==> config.mk <==
export PLATFORM = sky130hd
export DESIGN_NAME = json_comment_string_prescan
export DESIGN_NICKNAME = d
export VERILOG_FILES = /design/src/rtl/jcsp_pkg.sv /design/src/rtl/jcsp_scan.sv /design/src/rtl/jcsp_out_reg.sv /design/src/rtl/json_comment_string_prescan.sv
export SDC_FILE = /design/constraint.sdc
export NUM_CORES = 1
export LEC_CHECK = 0
export ABC_AREA = 0
export BUFFER_PORTS_ARGS = -buffer_cell sky130_fd_sc_hd__buf_2
export CORE_ASPECT_RATIO = 0.8
export CORE_MARGIN = 1.5
export CORE_UTILIZATION = 45
export DETAILED_ROUTE_END_ITERATION = 10
export GPL_TIMING_DRIVEN = 0
export PLACE_DENSITY = 0.74
export SLEW_MARGIN = 10
export SYNTH_ARGS = -nofsm -noshare
export SYNTH_HDL_FRONTEND = slang
export SYNTH_HIERARCHICAL = 1
export SYNTH_SLANG_ARGS = --single-unit
==> constraint.sdc <==
create_clock -name i_clk -period 2.78 [get_ports i_clk]
set_input_delay 0.834 -clock i_clk [delete_from_list [all_inputs] [get_ports i_clk]]
set_output_delay 0.834 -clock i_clk [all_outputs]
set_load 0.05 [all_outputs]
==> src/rtl/jcsp_pkg.sv <==
// ----------------------------------------------------------------------------
// jcsp_pkg
// Shared types, character codes and the byte-level scan step for the
// JSON-with-comments lexical prescan.
// ----------------------------------------------------------------------------
package jcsp_pkg;

    // Lexical position inside the text
    typedef enum logic [2:0] {
        MODE_NORMAL     = 3'd0,
        MODE_SLASH      = 3'd1,
        MODE_LINE       = 3'd2,
        MODE_BLOCK      = 3'd3,
        MODE_BLOCK_STAR = 3'd4,
        MODE_STRING     = 3'd5,
        MODE_ESCAPE     = 3'd6,
        MODE_ESC_CR     = 3'd7
    } t_mode;

    // Status codes, first error wins
    typedef enum logic [1:0] {
        ERR_NONE    = 2'd0,
        ERR_COMMENT = 2'd1,
        ERR_NEWLINE = 2'd2,
        ERR_STRING  = 2'd3
    } t_err;

    // One result item
    typedef struct packed {
        t_err status;
        logic final_verdict;
    } t_result;

    // Outcome of scanning one byte
    typedef struct packed {
        t_mode mode;
        logic  raw_newline;
    } t_step;

    localparam logic [7:0] CH_SLASH  = 8'h2F;
    localparam logic [7:0] CH_STAR   = 8'h2A;
    localparam logic [7:0] CH_QUOTE  = 8'h22;
    localparam logic [7:0] CH_BSLASH = 8'h5C;
    localparam logic [7:0] CH_LF     = 8'h0A;
    localparam logic [7:0] CH_CR     = 8'h0D;

    localparam int unsigned TDATA_W = 8;

    // Byte in normal text: only a quote or a slash matters
    function automatic t_mode normal_byte(input logic [7:0] c);
        t_mode m;
        if (c == CH_SLASH) begin
            m = MODE_SLASH;
        end else if (c == CH_QUOTE) begin
            m = MODE_STRING;
        end else begin
            m = MODE_NORMAL;
        end
        return m;
    endfunction

    // Byte as string content; a raw LF or CR is flagged
    function automatic t_step string_byte(input logic [7:0] c);
        t_step s;
        s.raw_newline = 1'b0;
        if (c == CH_BSLASH) begin
            s.mode = MODE_ESCAPE;
        end else if (c == CH_QUOTE) begin
            s.mode = MODE_NORMAL;
        end else begin
            s.mode        = MODE_STRING;
            s.raw_newline = (c == CH_LF) || (c == CH_CR);
        end
        return s;
    endfunction

    // Advance the lexical mode by one byte
    function automatic t_step scan_step(input t_mode mode, input logic [7:0] c);
        t_step s;
        s.raw_newline = 1'b0;
        s.mode        = mode;
        unique case (mode)
            MODE_NORMAL: begin
                s.mode = normal_byte(c);
            end
            MODE_SLASH: begin
                if (c == CH_SLASH) begin
                    s.mode = MODE_LINE;
                end else if (c == CH_STAR) begin
                    s.mode = MODE_BLOCK;
                end else begin
                    s.mode = normal_byte(c);
                end
            end
            MODE_LINE: begin
                s.mode = ((c == CH_LF) || (c == CH_CR)) ? MODE_NORMAL : MODE_LINE;
            end
            MODE_BLOCK: begin
                s.mode = (c == CH_STAR) ? MODE_BLOCK_STAR : MODE_BLOCK;
            end
            MODE_BLOCK_STAR: begin
                if (c == CH_SLASH) begin
                    s.mode = MODE_NORMAL;
                end else begin
                    s.mode = (c == CH_STAR) ? MODE_BLOCK_STAR : MODE_BLOCK;
                end
            end
            MODE_STRING: begin
                s = string_byte(c);
            end
            MODE_ESCAPE: begin
                s.mode = (c == CH_CR) ? MODE_ESC_CR : MODE_STRING;
            end
            MODE_ESC_CR: begin
                // LF right after an escaped CR is part of the escape
                if (c == CH_LF) begin
                    s.mode = MODE_STRING;
                end else begin
                    s = string_byte(c);
                end
            end
        endcase
        return s;
    endfunction

endpackage

==> src/rtl/jcsp_scan.sv <==
// ----------------------------------------------------------------------------
// jcsp_scan
// Lexical mode and sticky error registers; produces the status for each
// accepted byte and clears itself after the last byte of a text.
// ----------------------------------------------------------------------------
module jcsp_scan (
    input  logic               i_clk,
    input  logic               i_rst_n,
    input  logic               i_accept,
    input  logic [7:0]         i_text_byte,
    input  logic               i_is_last,
    output jcsp_pkg::t_result  o_result
);
    import jcsp_pkg::*;

    t_mode r_mode;
    t_mode n_mode;
    t_err  r_err;
    t_err  n_err;
    t_step step;
    t_mode scan_mode;
    t_err  scan_err;
    t_err  final_err;

    // Next state: scan the byte unless an error already froze the text
    always_comb begin
        step = scan_step(r_mode, i_text_byte);
        if (r_err == ERR_NONE) begin
            scan_mode = step.mode;
            scan_err  = step.raw_newline ? ERR_NEWLINE : ERR_NONE;
        end else begin
            scan_mode = r_mode;
            scan_err  = r_err;
        end
        n_mode = r_mode;
        n_err  = r_err;
        if (i_accept) begin
            if (i_is_last) begin
                n_mode = MODE_NORMAL;
                n_err  = ERR_NONE;
            end else begin
                n_mode = scan_mode;
                n_err  = scan_err;
            end
        end
    end

    // Output: on the last byte flag an open block comment or string
    always_comb begin
        final_err = scan_err;
        if (i_is_last && (scan_err == ERR_NONE)) begin
            priority case (scan_mode)
                MODE_BLOCK, MODE_BLOCK_STAR:          final_err = ERR_COMMENT;
                MODE_STRING, MODE_ESCAPE, MODE_ESC_CR: final_err = ERR_STRING;
                default:                              final_err = ERR_NONE;
            endcase
        end
        o_result.status        = final_err;
        o_result.final_verdict = i_is_last;
    end

    // Hold state between transfers
    always_ff @(posedge i_clk) begin
        if (!i_rst_n) begin
            r_mode <= MODE_NORMAL;
            r_err  <= ERR_NONE;
        end else begin
            r_mode <= n_mode;
            r_err  <= n_err;
        end
    end

    a_clear_after_last: assert property (@(posedge i_clk) disable iff (!i_rst_n)
        (i_accept && i_is_last) |=> (r_mode == MODE_NORMAL && r_err == ERR_NONE))
        else $error("scan state not cleared after last byte");

    a_error_sticky: assert property (@(posedge i_clk) disable iff (!i_rst_n)
        (r_err != ERR_NONE && !(i_accept && i_is_last)) |=> (r_err == $past(r_err)))
        else $error("error changed inside a text");

    a_mode_frozen: assert property (@(posedge i_clk) disable iff (!i_rst_n)
        (r_err != ERR_NONE && !(i_accept && i_is_last)) |=> (r_mode == $past(r_mode)))
        else $error("scan advanced after an error");

    a_error_reported: assert property (@(posedge i_clk) disable iff (!i_rst_n)
        (r_err != ERR_NONE) |-> (o_result.status == r_err))
        else $error("sticky error not reported");

endmodule

==> src/rtl/jcsp_out_reg.sv <==
// ----------------------------------------------------------------------------
// jcsp_out_reg
// Result register between the scan logic and the output stream; takes a
// new result whenever it is empty or its content leaves in the same cycle.
// ----------------------------------------------------------------------------
module jcsp_out_reg (
    input  logic               i_clk,
    input  logic               i_rst_n,
    input  logic               i_valid,
    output logic               o_ready,
    input  jcsp_pkg::t_result  i_result,
    output logic               o_valid,
    input  logic               i_ready,
    output jcsp_pkg::t_result  o_result
);
    import jcsp_pkg::*;

    logic    r_valid;
    logic    n_valid;
    t_result r_result;

    // Accept when empty or draining this cycle
    assign o_ready = !r_valid || i_ready;

    always_comb begin
        n_valid = r_valid;
        if (i_valid && o_ready) begin
            n_valid = 1'b1;
        end else if (i_ready) begin
            n_valid = 1'b0;
        end
    end

    // Hold the valid flag
    always_ff @(posedge i_clk) begin
        if (!i_rst_n) begin
            r_valid <= 1'b0;
        end else begin
            r_valid <= n_valid;
        end
    end

    // Load the result on a transfer in
    always_ff @(posedge i_clk) begin
        if (i_valid && o_ready) begin
            r_result <= i_result;
        end
    end

    assign o_valid  = r_valid;
    assign o_result = r_result;

endmodule

==> src/rtl/json_comment_string_prescan.sv <==
// ----------------------------------------------------------------------------
// json_comment_string_prescan
// Lexical prescan of JSON text with comments, one byte per transfer.
// ----------------------------------------------------------------------------
// Usage:
//   Slave stream: one text byte per transfer in tdata, tlast on the final
//   byte of a text. Master stream: one status per byte, status in
//   tdata[1:0] (0 ok, 1 unterminated comment, 2 raw newline in string,
//   3 unterminated string), tlast set on the verdict for the whole text.
//   The status appears on the master side in the cycle after the byte
//   transfer. Throughput: one byte per cycle while the receiver does not stall;
//   the scan state is the mode and error registers, updated in the transfer cycle.
//   The first error of a text is sticky until its last byte; after the
//   last byte the scan returns to normal text with no error.
//   Reset (synchronous, active low) clears the scan state and empties the
//   result register. When the receiver stalls, the result register holds
//   and one more byte is taken only when the result leaves in that cycle.
// ----------------------------------------------------------------------------
module json_comment_string_prescan (
    input  logic       i_clk,
    input  logic       i_rst_n,
    input  logic       i_s_axis_tvalid,
    output logic       o_s_axis_tready,
    input  logic [7:0] i_s_axis_tdata,   // [7:0] text_byte
    input  logic       i_s_axis_tlast,   // is_last
    output logic       o_m_axis_tvalid,
    input  logic       i_m_axis_tready,
    output logic [7:0] o_m_axis_tdata,   // [1:0] status, [7:2] zero
    output logic       o_m_axis_tlast    // final_verdict
);
    import jcsp_pkg::*;

    logic    accept;
    t_result scan_result;
    t_result out_result;

    assign accept = i_s_axis_tvalid && o_s_axis_tready;

    // Scan state and per-byte status
    jcsp_scan u_scan (
        .i_clk       (i_clk),
        .i_rst_n     (i_rst_n),
        .i_accept    (accept),
        .i_text_byte (i_s_axis_tdata),
        .i_is_last   (i_s_axis_tlast),
        .o_result    (scan_result)
    );

    // Result register toward the master side
    jcsp_out_reg u_out_reg (
        .i_clk    (i_clk),
        .i_rst_n  (i_rst_n),
        .i_valid  (i_s_axis_tvalid),
        .o_ready  (o_s_axis_tready),
        .i_result (scan_result),
        .o_valid  (o_m_axis_tvalid),
        .i_ready  (i_m_axis_tready),
        .o_result (out_result)
    );

    assign o_m_axis_tdata = {(TDATA_W - 2)'(0), out_result.status};
    assign o_m_axis_tlast = out_result.final_verdict;

endmodule
=== Word-level counts from Yosys, hierarchy flattened ===
Index checks and enable logic that the tools add are counted.

* Word-level logic and storage cells: 59
* Output and inout port bits: 11
* Bits of input ports: 13
* Register bits: 9

* Equal/unequal tests: 18
* Muxes and demuxes: 25
* Reductions and logical operators: 11

{| class="wikitable"
|+ Operator list
! operator !! number
|-
| $mux 3 || 11
|-
| $eq 3x3->1 const B || 8
|-
| $eq 8x6->1 const B || 3
|-
| $pmux 3 s8 || 1
|-
| $eq 8x4->1 const B || 2
|-
| $mux 2 || 6
|-
| $eq 3x2->1 const B || 3
|-
| $eq 8x7->1 const B || 1
|-
| $mux 1 || 5
|-
| $logic_not 2->1 || 2
|-
| $pmux 2 s2 || 1
|-
| $eq 3x1->1 const B || 1
|-
| $logic_not 3->1 || 1
|-
| $reduce_or 3->1 || 1
|-
| $logic_and 1x1->1 || 2
|-
| $logic_or 1x1->1 || 2
|-
| $pmux 1 s2 || 1
|-
| $reduce_bool 2->1 || 1
|-
| $reduce_or 2->1 || 1
|-
| $logic_not 1->1 || 1
|}

=== Depth between registers and ports, before layout ===
* Word-level depth: 11
* Depth in mapped cells: 7
* Depth with buffers taken out: 6

=== Modules after synthesis ===
Netlist, hierarchy kept.

{| class="wikitable"
|+ By module, submodules not included
! module !! cells each !! sequential area each (um2) !! instances !! area each (um2)
|-
| jcsp_scan || 85 || 100.1 || 1 || 621.8
|-
| jcsp_out_reg || 8 || 110.1 || 1 || 147.6
|-
| json_comment_string_prescan || 8 || 0.0 || 1 || 55.1
|}

=== Worst setup path before layout ===
OpenSTA, ideal clock, no wires.

* Kind: input to register
* From: input port i_s_axis_tdata[0]
* To: register u_out_reg.r_result (netlist bit u_out_reg/o_result[2]), data pin
* Arrival: 2627 ps
* Setup slack: -106 ps
* Cell stages on the path: 7
* Cell sequence: buf_2 > nand4bb_1 > o21ai_0 > a21oi_1 > o41a_1 > or4_1 > a211o_1

{| class="wikitable"
|+ RTL lines
! what !! line !! text
|-
| start, declared || json_comment_string_prescan.sv:24 || <nowiki>input logic [7:0] i_s_axis_tdata,</nowiki>
|-
| end signal, assigned || jcsp_out_reg.sv:46 || <nowiki>r_result <= i_result;</nowiki>
|-
| end, declared || jcsp_out_reg.sv:20 || <nowiki>t_result r_result;</nowiki>
|}

==> results_dict.tcl <==
set metrics [dict create \
    timing.critical_path.fanout_max 4 \
    max_slew.worst_pin.slew_ns 0.609 \
    vias_per_cell 5.57 \
    critPathMaxStageDelay_ns 0.55 \
    final_hold_violation_count 0 \
    tritoncts "built" \
    power.leakage_nw 0.452 \
    main_area_contributors_after_synthesis "dfxtp_1 15%, edfxtp_1 11%, buf_4 6.4%" \
    syn-instance-count 101 \
    path_cells "buf_2 -> or4_4 -> a211o_1 -> nand4b_1 -> nand3_2 -> or4_4 -> a211o_1" \
    setup_total_negative_slack_ns 0 \
    multiInputGateArea_um2 571 \
    synthToLayoutAreaGrowth_pct 23.2 \
    total_of_flip_flops_plus_latches_after_synthesis 9 \
    final-instance-count-excl-fill 148 \
    pin_count 24 \
    antenna_found_initial 0 \
    criticalPathCategory "in2reg" \
    synth_enable_flop_cells 3 \
    slew_margin_rel 0.593 \
    min_period_ns 2.73 \
    clk_lat_worst_skew_ns 0.25 \
    ys_seq_area_frac 0.255 \
    initial_core_util 0.492 \
    die_h_um 41.3 \
    drv_slew 0 \
    netlist-cell-type-count 44 \
    detail_route.wirelength_um 1870 \
    grt_pass1_vias 677 \
    post_synth_instance_area_um2 825 \
    startpoint "i_s_axis_tdata[5]" \
    stdcell_area_um2 1020 \
    cts-buffers-inserted 3 \
    irDropWorstVdd_mv 0.309 \
    layout_setup_ws_ns 0.0461 \
    crit_slowest_cell "or4_4" \
    preCtsSetupSlack_ns -0.312 \
    drtIter0Drc 24 \
    post_layout_utilization_of_the_core 0.606 \
    worst-endpoint-arrival_ns 2.74 \
    design.die.area_um2 2100 \
    nets 140 \
    max_freq_mhz 366 \
    grt_max_degree 11 \
    htree_levels 1 \
    hold_start "u_out_reg/o_valid" \
    drt_drc 0 \
    place.gp.congestion 0.879 \
    via_count 824 \
    timing.final.crit_share 0.983 \
    grt.total_usage 0.194 \
    overflow 0 \
    maximum_root_to_sink_buffer_count 2 \
    clock_tree.root_cell "clkbuf_4" \
    post_route_cells_drive_above_1_share 0.333 \
    chipWidth_um 50.9 \
    clkTransAtPathRegs_ns 0.06 \
    setup_violations 0 \
    synth_top_cell_area_share 0.146 \
    count_of_antenna_violating_nets_left_after_detailed_routing 0 \
    placedCellCount 141 \
    finalClockSkew_ns 0.000435 \
    crit_path_capture_type "flop" \
    rows 13 \
    hold_path.class "reg2reg" \
    final_hpwl_dp_um 1430 \
    layout.filler_cells 148 \
    area_of_placed_instances_um2 952 \
    power_density_nw_per_um2 340 \
    io_buffer_count 13 \
    core_region_area_um2 1680 \
    cell_type_with_the_largest_total_area_after_synthesis "dfxtp_1" \
    drt-pass1-iter-count 4 \
    synth_area_per_cell_um2 8.16 \
    outcome "finished, final reports clean" \
    critPathRequiredTime_ns 2.79 \
    ys.warnings.count 6 \
    final-seq-area_um2 210 \
    setup.worst_path.start_class "input pin" \
    first_pass_grt_wire_length_um 2890 \
    async_flop_share 0 \
    maxCapViolations 0 \
    numClockSinks 9 \
    synth.cells.most_frequent "7 x buf_4, 7 x nor2_1, 6 x dfxtp_1" \
    routed_wire_length_per_instance_um 12.6 \
    most_used_flip_flop_cell_after_synthesis "dfxtp_1" \
    critical_path.reg2reg.startpoint "u_scan/r_mode[0]" \
    antenna_cells_inserted 0 \
]
[per-stage QoR]
| step | power (mW) | hold WS, ns |
|---|---|---|
| after floorplan | 0.227 | 0.509 |
| after global placement | 0.246 | 0.491 |
| after detailed placement | 0.248 | 0.523 |
| after CTS | 0.348 | 0.535 |
| after global routing | 0.365 | 0.540 |
| final | 0.346 | 0.530 |
[final timing paths]
path         depth (start not counted)                    end  slack [ns]
max                                  7  u_out_reg/o_result[2]        0.05
min                                  2      u_out_reg/o_valid        0.53
max reg2reg                          7  u_out_reg/o_result[2]        0.42
min reg2reg                          2      u_out_reg/o_valid        0.53
[critical path, delay by kind of cell]
kind / cells / cell delay [ns]
and+or+nand+nor: 4 / 1.28
AOI/OAI and AO/OA: 2 / 0.50
buffers and inverters: 1 / 0.12
[layout make-up]
cell class,instances,area share
sequential,9,0.207
inverter,2,0.00739
buffer,14,0.0850
tap,22,0.0271
multi-input combinational,81,0.562
clock buffer,4,0.0259
timing repair buffer,16,0.0862
[cell families after synthesis]
logic type / share of synthesized area
AO/OA/AOI/OAI: 0.223
XOR/XNOR: 0.0106
AND/OR/NAND/NOR: 0.393
other: 0.00455
buffers and inverters: 0.114
flip-flops: 0.255
[sequential cells by signal, summed over array words and instances (netlist names)]
| name | cells |
|---|---|
| u_scan/r_err | 2 |
| u_out_reg/o_result | 3 |
| u_scan/r_mode | 3 |
| u_out_reg/o_valid | 1 |
[layout by cell type, fill, tap and decap left out, drive strengths merged, types with 2 or more instances in the layout]
| cell type | count |
|---|---|
| edfxtp | 3 |
| nand3 | 2 |
| a211o | 3 |
| o21a | 2 |
| clkbuf | 6 |
| dfxtp | 6 |
| nand2 | 4 |
| and3b | 2 |
| nor2 | 7 |
| and3 | 4 |
| nor2b | 5 |
| buf | 28 |
| o21ai | 8 |
| or4 | 2 |
| nand2b | 2 |
| a21boi | 3 |
| inv | 2 |
| nor3 | 5 |
| nand4bb | 2 |
| o211ai | 2 |
| and2 | 2 |
| nand4b | 2 |
| a21oi | 3 |
| conb | 6 |
| nand4 | 4 |
[repair_timing]
action                                  4_1_cts  5_1_grt
gates resized for setup                       0        3
buffers inserted                              2        1
hold buffers                                  0        0
endpoints found under the setup margin        1        1
pin swaps                                     1        1
[layer usage]
layer	vias up	GRT usage	part of all wire	wire length, um
met5	-	0	0	0
met4	0	0.00676	0	0
met3	0	0.0693	0.068	127
met2	30	0.355	0.49	910
met1	375	0.236	0.45	834
li1	419	-	-	-
[power by group]
| group | switching (mW) | internal, mW |
|---|---|---|
| combinational | 0.0673 | 0.0392 |
| sequential | 0.00212 | 0.140 |
| clock | 0.0416 | 0.0550 |
| total | 0.111 | 0.235 |
Note: power is estimated with default switching activity, not from simulation.
